===== src/design/ubds_pkg.sv =====
package ubds_pkg;

   localparam int unsigned BaudWidth  = 21;
   localparam int unsigned PclkWidth  = 31;
   localparam int unsigned DvdWidth   = 48;
   localparam int unsigned DvsWidth   = 32;
   localparam int unsigned ActWidth   = 29;
   localparam int unsigned MagWidth   = 46;
   localparam int unsigned QueueDepth = 4;

   localparam logic [6:0]  PctScale    = 7'd100;
   localparam logic [6:0]  RoundHalf   = 7'd50;
   localparam logic [16:0] ErrScale    = 17'd100000;
   // rounded quotient at which the register value reaches 256
   localparam logic [14:0] RateLimit   = 15'd25700;
   // ceil(2^19 / 100), exact for the rounded quotients below RateLimit
   localparam logic [12:0] PctRecip    = 13'd5243;
   localparam logic [30:0] PclkDefault = 31'd48000000;
   localparam logic [31:0] ErrMax      = 32'h7fff_ffff;

   // csr register index
   localparam logic CsrPclkIdx = 1'b0;

   // queued request
   typedef struct packed {
      logic [BaudWidth-1:0] baud;
      logic                 zero;
   } item_type;

   // divider request and response
   typedef struct packed {
      logic                start;
      logic [DvdWidth-1:0] dividend;
      logic [DvsWidth-1:0] divisor;
   } div_req_type;

   typedef struct packed {
      logic                done;
      logic [DvdWidth-1:0] quot;
   } div_rsp_type;

   typedef enum logic [3:0] {
      ST_IDLE,
      ST_Q,
      ST_Q_W,
      ST_T,
      ST_ACT,
      ST_ACT_W,
      ST_ERR,
      ST_ERR_W,
      ST_NEXT,
      ST_EMIT
   } back_state_type;

endpackage


===== src/design/ubds_front.sv =====
module ubds_front (
   input  logic                 clock,
   input  logic                 reset,
   input  logic                 req_valid,
   output logic                 req_ready,
   input  logic [20:0]          req_baud_rate,
   output logic                 item_valid,
   output ubds_pkg::item_type   item,
   input  logic                 item_take
);

   ubds_pkg::item_type slot_ff [ubds_pkg::QueueDepth];
   logic [1:0] wr_ptr_ff, wr_ptr_in;
   logic [1:0] rd_ptr_ff, rd_ptr_in;
   logic [2:0] count_ff, count_in;
   logic       push, pop;

   // queue flags
   assign req_ready  = (count_ff != 3'(ubds_pkg::QueueDepth));
   assign item_valid = (count_ff != 3'd0);
   assign item       = slot_ff[rd_ptr_ff];
   assign push       = req_valid & req_ready;
   assign pop        = item_valid & item_take;

   // pointer and count update
   always_comb begin
      wr_ptr_in = push ? wr_ptr_ff + 2'd1 : wr_ptr_ff;
      rd_ptr_in = pop  ? rd_ptr_ff + 2'd1 : rd_ptr_ff;
      count_in  = count_ff + {2'b0, push} - {2'b0, pop};
   end

   always_ff @(posedge clock) begin
      if (reset) begin
         wr_ptr_ff <= '0;
         rd_ptr_ff <= '0;
         count_ff  <= '0;
      end else begin
         wr_ptr_ff <= wr_ptr_in;
         rd_ptr_ff <= rd_ptr_in;
         count_ff  <= count_in;
      end
   end

   // classify and store the transaction
   always_ff @(posedge clock) begin
      if (push) begin
         slot_ff[wr_ptr_ff].baud <= req_baud_rate;
         slot_ff[wr_ptr_ff].zero <= (req_baud_rate == 21'd0);
      end
   end

endmodule


===== src/design/ubds_div.sv =====
module ubds_div (
   input  logic                  clock,
   input  logic                  reset,
   input  ubds_pkg::div_req_type req,
   output ubds_pkg::div_rsp_type rsp
);

   logic [ubds_pkg::DvdWidth-1:0] dvd_ff, dvd_in;
   logic [ubds_pkg::DvsWidth-1:0] dvs_ff, dvs_in;
   logic [ubds_pkg::DvsWidth-1:0] rem_ff, rem_in;
   logic [5:0]                    cnt_ff, cnt_in;
   logic                          busy_ff, busy_in;
   logic                          done_ff, done_in;
   logic [ubds_pkg::DvsWidth:0]   trial;
   logic [ubds_pkg::DvsWidth:0]   diff;

   // one quotient bit per cycle, restoring
   always_comb begin
      trial   = {rem_ff, dvd_ff[ubds_pkg::DvdWidth-1]};
      diff    = trial - {1'b0, dvs_ff};
      dvd_in  = dvd_ff;
      dvs_in  = dvs_ff;
      rem_in  = rem_ff;
      cnt_in  = cnt_ff;
      busy_in = busy_ff;
      done_in = 1'b0;
      if (req.start) begin
         dvd_in  = req.dividend;
         dvs_in  = req.divisor;
         rem_in  = '0;
         cnt_in  = 6'(ubds_pkg::DvdWidth - 1);
         busy_in = 1'b1;
      end else if (busy_ff) begin
         if (!diff[ubds_pkg::DvsWidth]) begin
            rem_in = diff[ubds_pkg::DvsWidth-1:0];
            dvd_in = {dvd_ff[ubds_pkg::DvdWidth-2:0], 1'b1};
         end else begin
            rem_in = trial[ubds_pkg::DvsWidth-1:0];
            dvd_in = {dvd_ff[ubds_pkg::DvdWidth-2:0], 1'b0};
         end
         cnt_in = cnt_ff - 6'd1;
         if (cnt_ff == 6'd0) begin
            busy_in = 1'b0;
            done_in = 1'b1;
         end
      end
   end

   always_ff @(posedge clock) begin
      if (reset) begin
         busy_ff <= 1'b0;
         done_ff <= 1'b0;
      end else begin
         busy_ff <= busy_in;
         done_ff <= done_in;
      end
   end

   always_ff @(posedge clock) begin
      dvd_ff <= dvd_in;
      dvs_ff <= dvs_in;
      rem_ff <= rem_in;
      cnt_ff <= cnt_in;
   end

   assign rsp.done = done_ff;
   assign rsp.quot = dvd_ff;

endmodule


===== src/design/ubds_back.sv =====
module ubds_back (
   input  logic                  clock,
   input  logic                  reset,
   input  logic [30:0]           pclk,
   input  logic                  item_valid,
   input  ubds_pkg::item_type    item,
   output logic                  item_take,
   output ubds_pkg::div_req_type div_req,
   input  ubds_pkg::div_rsp_type div_rsp,
   output logic                  rsp_valid,
   input  logic                  rsp_ready,
   output logic [1:0]            rsp_prescale_select,
   output logic [1:0]            rsp_base_divisor_select,
   output logic [7:0]            rsp_rate_register,
   output logic [31:0]           rsp_rate_error,
   output logic                  rsp_found
);

   ubds_pkg::back_state_type state_ff, state_in;

   logic [20:0] baud_ff, baud_in;
   logic [3:0]  cand_ff, cand_in;
   logic [8:0]  t_ff, t_in;
   logic [28:0] act_ff, act_in;
   logic        have_ff, have_in;
   logic [45:0] best_mag_ff, best_mag_in;
   logic        best_neg_ff, best_neg_in;
   logic [3:0]  best_cand_ff, best_cand_in;
   logic [7:0]  best_reg_ff, best_reg_in;
   logic        rsp_valid_ff, rsp_valid_in;
   logic [1:0]  out_psel_ff, out_dsel_ff;
   logic [7:0]  out_reg_ff;
   logic [31:0] out_err_ff;
   logic        out_found_ff;
   logic        load;

   logic [31:0] num;
   logic [38:0] num_pct;
   logic [3:0]  shamt;
   logic [22:0] baud_x;
   logic [10:0] t_x;
   logic [33:0] den_baud;
   logic [33:0] den_t;
   logic [28:0] abs_diff;
   logic        neg;
   logic [45:0] err_dvd;
   logic [45:0] mag;
   logic [31:0] err_sat;
   logic [47:0] q_round;
   logic [27:0] t_prod;
   logic [8:0]  t_calc;
   logic        t_skip;

   // candidate scaling: base divisor 12 is 3 << 2, the rest are powers of two
   always_comb begin
      unique case (cand_ff[3:2])
         2'd0:    shamt = 4'd2;
         2'd1:    shamt = 4'd4;
         2'd2:    shamt = 4'd5;
         default: shamt = 4'd6;
      endcase
      unique case (cand_ff[1:0])
         2'd0:    shamt = shamt;
         2'd1:    shamt = shamt + 4'd1;
         2'd2:    shamt = shamt + 4'd3;
         default: shamt = shamt + 4'd5;
      endcase
      baud_x = (cand_ff[3:2] == 2'd0) ? {baud_ff, 1'b0} + {2'b0, baud_ff}
                                      : {2'b0, baud_ff};
      t_x    = (cand_ff[3:2] == 2'd0) ? {t_ff, 1'b0} + {2'b0, t_ff} : {2'b0, t_ff};
      den_baud = {11'b0, baud_x} << shamt;
      den_t    = {23'b0, t_x} << shamt;
      num      = (cand_ff[1:0] == 2'd0) ? {pclk, 1'b0} : {1'b0, pclk};
      num_pct  = {7'b0, num} * {32'b0, ubds_pkg::PctScale};
   end

   // rounded register value, divide by one hundred through a reciprocal
   always_comb begin
      q_round = div_rsp.quot + {41'b0, ubds_pkg::RoundHalf};
      t_prod  = {13'b0, q_round[14:0]} * {15'b0, ubds_pkg::PctRecip};
      t_calc  = t_prod[27:19];
      t_skip  = (q_round < {41'b0, ubds_pkg::PctScale})
             || (q_round >= {33'b0, ubds_pkg::RateLimit});
   end

   // error magnitude before the divide by the requested rate, and the saturated signed error of the best
   always_comb begin
      neg      = ({8'b0, baud_ff} > act_ff);
      abs_diff = neg ? {8'b0, baud_ff} - act_ff : act_ff - {8'b0, baud_ff};
      err_dvd  = {17'b0, abs_diff} * {29'b0, ubds_pkg::ErrScale};
      mag      = div_rsp.quot[45:0];
      err_sat  = best_neg_ff ? 32'(-best_mag_ff[31:0])
               : (best_mag_ff > {14'b0, ubds_pkg::ErrMax}) ? ubds_pkg::ErrMax
               : best_mag_ff[31:0];
   end

   // sequencer over the sixteen candidates
   always_comb begin
      state_in     = state_ff;
      baud_in      = baud_ff;
      cand_in      = cand_ff;
      t_in         = t_ff;
      act_in       = act_ff;
      have_in      = have_ff;
      best_mag_in  = best_mag_ff;
      best_neg_in  = best_neg_ff;
      best_cand_in = best_cand_ff;
      best_reg_in  = best_reg_ff;
      item_take    = 1'b0;
      load         = 1'b0;
      div_req      = '0;
      unique case (state_ff)
         ubds_pkg::ST_IDLE: begin
            if (item_valid) begin
               item_take = 1'b1;
               baud_in   = item.baud;
               cand_in   = '0;
               have_in   = 1'b0;
               state_in  = item.zero ? ubds_pkg::ST_EMIT : ubds_pkg::ST_Q;
            end
         end
         ubds_pkg::ST_Q: begin
            div_req.start    = 1'b1;
            div_req.dividend = {9'b0, num_pct};
            div_req.divisor  = den_baud[31:0];
            state_in         = ubds_pkg::ST_Q_W;
         end
         ubds_pkg::ST_Q_W: begin
            if (div_rsp.done) state_in = ubds_pkg::ST_T;
         end
         ubds_pkg::ST_T: begin
            if (t_skip) begin
               state_in = ubds_pkg::ST_NEXT;
            end else begin
               t_in     = t_calc;
               state_in = ubds_pkg::ST_ACT;
            end
         end
         ubds_pkg::ST_ACT: begin
            div_req.start    = 1'b1;
            div_req.dividend = {16'b0, num};
            div_req.divisor  = den_t[31:0];
            state_in         = ubds_pkg::ST_ACT_W;
         end
         ubds_pkg::ST_ACT_W: begin
            if (div_rsp.done) begin
               act_in   = div_rsp.quot[28:0];
               state_in = ubds_pkg::ST_ERR;
            end
         end
         ubds_pkg::ST_ERR: begin
            div_req.start    = 1'b1;
            div_req.dividend = {2'b0, err_dvd};
            div_req.divisor  = {11'b0, baud_ff};
            state_in         = ubds_pkg::ST_ERR_W;
         end
         ubds_pkg::ST_ERR_W: begin
            if (div_rsp.done) begin
               if (!have_ff || mag < best_mag_ff) begin
                  have_in      = 1'b1;
                  best_mag_in  = mag;
                  best_neg_in  = neg;
                  best_cand_in = cand_ff;
                  best_reg_in  = 8'(t_ff - 9'd1);
               end
               state_in = ubds_pkg::ST_NEXT;
            end
         end
         ubds_pkg::ST_NEXT: begin
            cand_in  = cand_ff + 4'd1;
            state_in = (cand_ff == 4'hf) ? ubds_pkg::ST_EMIT : ubds_pkg::ST_Q;
         end
         ubds_pkg::ST_EMIT: begin
            if (!rsp_valid_ff || rsp_ready) begin
               load     = 1'b1;
               state_in = ubds_pkg::ST_IDLE;
            end
         end
         default: state_in = ubds_pkg::ST_IDLE;
      endcase
      rsp_valid_in = load | (rsp_valid_ff & ~rsp_ready);
   end

   always_ff @(posedge clock) begin
      if (reset) begin
         state_ff     <= ubds_pkg::ST_IDLE;
         rsp_valid_ff <= 1'b0;
         have_ff      <= 1'b0;
      end else begin
         state_ff     <= state_in;
         rsp_valid_ff <= rsp_valid_in;
         have_ff      <= have_in;
      end
   end

   always_ff @(posedge clock) begin
      baud_ff      <= baud_in;
      cand_ff      <= cand_in;
      t_ff         <= t_in;
      act_ff       <= act_in;
      best_mag_ff  <= best_mag_in;
      best_neg_ff  <= best_neg_in;
      best_cand_ff <= best_cand_in;
      best_reg_ff  <= best_reg_in;
   end

   // result register
   always_ff @(posedge clock) begin
      if (load) begin
         out_found_ff <= have_ff;
         out_psel_ff  <= have_ff ? best_cand_ff[1:0] : 2'd0;
         out_dsel_ff  <= have_ff ? best_cand_ff[3:2] : 2'd0;
         out_reg_ff   <= have_ff ? best_reg_ff : 8'd0;
         out_err_ff   <= have_ff ? err_sat : 32'd0;
      end
   end

   assign rsp_valid               = rsp_valid_ff;
   assign rsp_prescale_select     = out_psel_ff;
   assign rsp_base_divisor_select = out_dsel_ff;
   assign rsp_rate_register       = out_reg_ff;
   assign rsp_rate_error          = out_err_ff;
   assign rsp_found               = out_found_ff;

endmodule


===== src/design/uart_baud_divisor_search.sv =====
// channel   | handshake                  | payload
// req       | req_valid / req_ready      | req_baud_rate
// rsp       | rsp_valid / rsp_ready      | prescale, base divisor, register, error, found
// csr       | csr_psel/penable/pwrite    | csr_paddr, csr_pwdata, csr_prdata
//
// a four-entry queue takes requests every cycle while the search runs, as long as it is not full
// the search shares one radix-2 divider, one or three divides for each of
// sixteen candidates; a zero rate skips the divider
// synchronous active-high reset clears queue, sequencer and csr to 48 MHz
// the result register holds while rsp_valid is high and rsp_ready is low; the search then waits
module uart_baud_divisor_search (
   input  logic        clock,
   input  logic        reset,
   input  logic        req_valid,
   output logic        req_ready,
   input  logic [20:0] req_baud_rate,
   output logic        rsp_valid,
   input  logic        rsp_ready,
   output logic [1:0]  rsp_prescale_select,
   output logic [1:0]  rsp_base_divisor_select,
   output logic [7:0]  rsp_rate_register,
   output logic signed [31:0] rsp_rate_error,
   output logic        rsp_found,
   input  logic        csr_psel,
   input  logic        csr_penable,
   input  logic        csr_pwrite,
   input  logic [2:0]  csr_paddr,
   input  logic [31:0] csr_pwdata,
   output logic [31:0] csr_prdata,
   output logic        csr_pready
);

   logic [30:0]           pclk_ff, pclk_in;
   logic                  csr_wr;
   logic                  item_valid, item_take;
   ubds_pkg::item_type    item;
   ubds_pkg::div_req_type div_req;
   ubds_pkg::div_rsp_type div_rsp;
   logic [31:0]           err_bits;

   // csr write and read
   assign csr_pready = 1'b1;
   assign csr_wr     = csr_psel & csr_penable & csr_pwrite & csr_pready;
   always_comb begin
      pclk_in = pclk_ff;
      if (csr_wr && csr_paddr[2] == ubds_pkg::CsrPclkIdx)
         pclk_in = csr_pwdata[30:0];
      csr_prdata = (csr_paddr[2] == ubds_pkg::CsrPclkIdx) ? {1'b0, pclk_ff} : 32'd0;
   end

   always_ff @(posedge clock) begin
      if (reset) begin
         pclk_ff <= ubds_pkg::PclkDefault;
      end else begin
         pclk_ff <= pclk_in;
      end
   end

   ubds_front u_front (
      .clock         (clock),
      .reset         (reset),
      .req_valid     (req_valid),
      .req_ready     (req_ready),
      .req_baud_rate (req_baud_rate),
      .item_valid    (item_valid),
      .item          (item),
      .item_take     (item_take)
   );

   ubds_div u_div (
      .clock (clock),
      .reset (reset),
      .req   (div_req),
      .rsp   (div_rsp)
   );

   ubds_back u_back (
      .clock                   (clock),
      .reset                   (reset),
      .pclk                    (pclk_ff),
      .item_valid              (item_valid),
      .item                    (item),
      .item_take               (item_take),
      .div_req                 (div_req),
      .div_rsp                 (div_rsp),
      .rsp_valid               (rsp_valid),
      .rsp_ready               (rsp_ready),
      .rsp_prescale_select     (rsp_prescale_select),
      .rsp_base_divisor_select (rsp_base_divisor_select),
      .rsp_rate_register       (rsp_rate_register),
      .rsp_rate_error          (err_bits),
      .rsp_found               (rsp_found)
   );

   assign rsp_rate_error = err_bits;

`ifndef SYNTHESIS
   // nothing fitted: every field is zero
   a_empty_zero: assert property (@(posedge clock) disable iff (reset)
      rsp_valid && !rsp_found |-> rsp_rate_error == 0 && rsp_rate_register == 8'd0
         && rsp_prescale_select == 2'd0 && rsp_base_divisor_select == 2'd0)
      else $error("empty result carries data");

   // a low achieved rate never errs below minus one hundred percent
   a_neg_bound: assert property (@(posedge clock) disable iff (reset)
      rsp_valid && rsp_rate_error < 0 |-> rsp_rate_error >= -32'sd100000)
      else $error("negative error out of range");

   // a divide start is never followed at once by another start
   a_div_idle: assert property (@(posedge clock) disable iff (reset)
      div_req.start |=> !div_req.start)
      else $error("divider restarted");

   // clock register follows a write to its address
   a_csr_wr: assert property (@(posedge clock) disable iff (reset)
      csr_wr && csr_paddr == 3'd0 |=> pclk_ff == $past(csr_pwdata[30:0]))
      else $error("clock register not written");
`endif

endmodule


===== config.mk =====
export PLATFORM = sky130hd
export DESIGN_NAME = uart_baud_divisor_search
export DESIGN_NICKNAME = d
export VERILOG_FILES = /design/src/design/ubds_pkg.sv /design/src/design/ubds_front.sv /design/src/design/ubds_div.sv /design/src/design/ubds_back.sv /design/src/design/uart_baud_divisor_search.sv
export SDC_FILE = /design/constraint.sdc
export NUM_CORES = 2
export LEC_CHECK = 0
export ABC_CLOCK_PERIOD_IN_PS = 10200
export BUFFER_PORTS_ARGS = -buffer_cell sky130_fd_sc_hd__buf_2
export CELL_PAD_IN_SITES_DETAIL_PLACEMENT = 2
export CELL_PAD_IN_SITES_GLOBAL_PLACEMENT = 2
export CORE_MARGIN = 3
export CORE_UTILIZATION = 41
export DETAILED_ROUTE_END_ITERATION = 6
export GPL_TIMING_DRIVEN = 0
export PLACE_DENSITY = 0.79
export SYNTH_ARGS = -nofsm -noshare
export SYNTH_HDL_FRONTEND = slang
export SYNTH_SLANG_ARGS = --single-unit

===== constraint.sdc =====
create_clock -name clock -period 10.2 [get_ports clock]
set_input_delay 1.02 -clock clock [delete_from_list [all_inputs] [get_ports clock]]
set_output_delay 1.02 -clock clock [all_outputs]
set_load 0.005 [all_outputs]

==> flow_summary.ini <==
[timing]
slew_viol_final = 0
rsz0062_at_grt = no
fmaxAchievable_mhz = 100.3
worst_slack_ns = 0.2333
hold_viol = 0
hold_ws_ns = 0.5060
worst_pin_slew_ns = 1.482
relSlewSlack_pct = 1.219
setup-tns-final_ns = 0
post-route-period-util_pct = 97.71
finalClockSkew_ns = 0.05279
post-route-min-period_ns = 9.967
setup-violations-final = 0

[die]
fp.dieW_microns = 320.8
pin_count = 143
initial_utilization_pct = 41.71
die_area_sq_um = 102900
dieHeight_microns = 320.8
rows = 114
fp.coreArea_sq_um = 97420

[grt]
grtUsageTotal_pct = 31.88
grt_pass1_wl_microns = 251100
antenna_found_initial = 8
grt_max_degree = 35
overflow = 0
grt_pass1_vias = 38906

[run]
drv_cap = 0

[placed_design]
dp_hpwl_microns = 130400
gp_congestion = 0.9130
pre_cts_slack_ns = 0.009471
numPortBuffers = 137

[synthesis]
synth.avg_cell_area_sq_um = 9.364
synth-seq-cells = 421
yosysSeqAreaShare_pct = 28.99
ys_async_sr_fraction_pct = 0
ys_warn_count = 0
synth-edff-count = 335
synthesis.nets = 5138
syn_area_sq_um = 40640
ys.flop_type = edfxtp_1
yosysUniqueCellTypes = 113
syn_inst = 4340

[finish]
syn_to_final_growth_pct = 10.72
fillerInstances = 10626
fin_nets = 5338
drive_gt1_share_pct = 8.901

[min_path]
hp-class = register to register

[setup_path]
worstPathRequired_ns = 10.57
worst_setup_path_start_kind = register
slowest_stage = fa_1
cpPeakStageDelay_ns = 0.62
cp_max_fo = 9
worstPathArrival_ns = 10.34
crit_top_cell = inv_1
critPathKind = register to register
r2r_setup_slack_ns = 0.23
cp-end-kind = register

[detailed_routing]
vias = 35620
drc = 0
dr.pass1.iters = 6
routed_wl_microns = 166100
drtAntennaViolNets = 0
wl_per_cell_microns = 28.33
drt_iter0_drc = 2893
drt-vias-per-instance = 6.077

[clock_tree]
cts_buffers = 52
cts_sinks = 421
cts_buffer_depth = 3
holdBufCountCts = 0
clock_latency_ns = 0.69
cts.clk_slew.worst_paths_ns = 0.07
cts_tree = done
cts_root_buf = clkbuf_16
htreeDepth = 2

[run_status]
status = finished clean
-- synth_stat cells, drive strengths merged (22+ instances only) --
cell / instances / area [sq um]
edfxtp: 335 / 10060
ha: 558 / 6982
fa: 177 / 3543
nand3: 85 / 425.4
nand2b: 37 / 231.5
clkbuf: 99 / 424.2
a211oi: 51 / 392.9
mux4: 27 / 608.1
mux2: 24 / 270.3
inv: 677 / 2541
xor2: 80 / 708.2
a21o: 93 / 701.9
nor4: 30 / 200.2
nor3: 98 / 516.8
nor2: 240 / 903.4
buf: 52 / 269.0
o21bai: 22 / 165.2
o21ai: 201 / 1013
mux2i: 65 / 654.4
xnor2: 123 / 1122
or3: 25 / 157.6
a31oi: 31 / 200.2
nand2: 274 / 1031
and2: 22 / 138.9
a21oi: 307 / 1536
nand4: 47 / 300.3
nor2b: 65 / 406.6
and3: 36 / 225.2
dfxtp: 86 / 1722
o21a: 29 / 217.7
-- worst max-delay path: cells and delay by family (launching register included) --
family,cells,cell delay [ns]
AO/OA/AOI/OAI,15,3.84
AND/OR/NAND/NOR,3,0.64
adder cells (fa/ha/maj),8,3.13
flip-flops,1,0.53
buffers and inverters,7,0.78
XOR/XNOR,2,0.73
-- cell type report --
type	count	area (sq um)	share of cell area, %
repair buffers	146	859.6	1.910
multi-input cells	3088	25710	57.13
clock inverters	37	411.6	0.9149
flip-flops and latches	421	11780	26.18
plain buffers	151	695.7	1.546
well taps	1276	1597	3.548
clock buffers	61	1388	3.084
inverters	680	2552	5.673
diodes	1	2.502	0.005562
-- sequential cells by signal, summed over array words and instances (netlist names), 2 cells and up, named ones only --
name and count:
u_front.count_ff 3, u_back.state_ff 4, u_back.rsp_base_divisor_select 2, u_back.best_cand_ff 4
u_div.dvd_ff 48, u_back.rsp_rate_register 8, u_back.best_mag_ff 46, u_back.baud_ff 21
u_back.t_ff 9, u_div.rem_ff 32, pclk_ff 31, u_back.rsp_rate_error 32
u_front.wr_ptr_ff 2, u_back.cand_ff 4, u_div.dvs_ff 32, u_back.best_reg_ff 8
u_div.cnt_ff 6, u_front.slot_ff 88, u_front.rd_ptr_ff 2, u_back.act_ff 29
u_back.rsp_prescale_select 2
-- layer usage --
metal  up-vias  GRT usage [%]  part of all wire [%]
met5         -              0                 0.023
met4         6          10.69                   3.7
met3       330          3.668                   6.1
met2      1234          54.53                    48
met1     18328          42.01                    42
li1      15722              -                     -
-- stage by stage --
stage               cells  util [%]  cell area (sq um)
floorplan            4340         -              40640
global placement     5753     44.06              42920
detailed placement   5760     44.22              43080
CTS                  5858     46.08              44890
global route         5860     46.18              44990
finish               5861     46.19              44990
-- kinds of logic (layout without fill, tap and decap cells) --
| group | Yosys count | after routing | share of synthesized area [%] |
|---|---|---|---|
| AOI/OAI and AO/OA | 998 | 998 | 16.20 |
| xor gates and xnor gates | 203 | 203 | 4.504 |
| adders and majority gates | 735 | 735 | 25.90 |
| buffers and inverters | 831 | 1075 | 7.987 |
| DFF | 421 | 421 | 28.99 |
| muxes | 116 | 116 | 3.772 |
| other | 2 | 3 | 0.01848 |
| and+or+nand+nor | 1034 | 1034 | 12.63 |
-- layout by cell type (no fill, tap or decap), drive strengths merged, types with 65 or more instances in the layout --
cell type  count
nor2         240
clkbuf       160
nor3          98
xor2          80
mux2i         65
o21ai        201
buf          198
ha           558
fa           177
inv          682
edfxtp       335
xnor2        123
nand2        274
a21oi        307
dfxtp         86
nand3         85
a21o          93
nor2b         65
-- what timing repair did --
item | in CTS | in global routing
setup endpoints to repair | 1 | 7
buffers inserted | 0 | 1
gates resized for setup | 1 | 8
-- path summary, 6_finish.rpt --
check | startpoint | end | depth (start not counted)
min reg2reg | pclk_ff[13] | pclk_ff[13] | 2
min | pclk_ff[13] | pclk_ff[13] | 2
max | u_back.baud_ff[0] | u_div.dvd_ff[44] | 35
max reg2reg | u_back.baud_ff[0] | u_div.dvd_ff[44] | 35
Power is not shown: default switching activity piles up to over one toggle a cycle in this logic, so the estimate is an artifact.
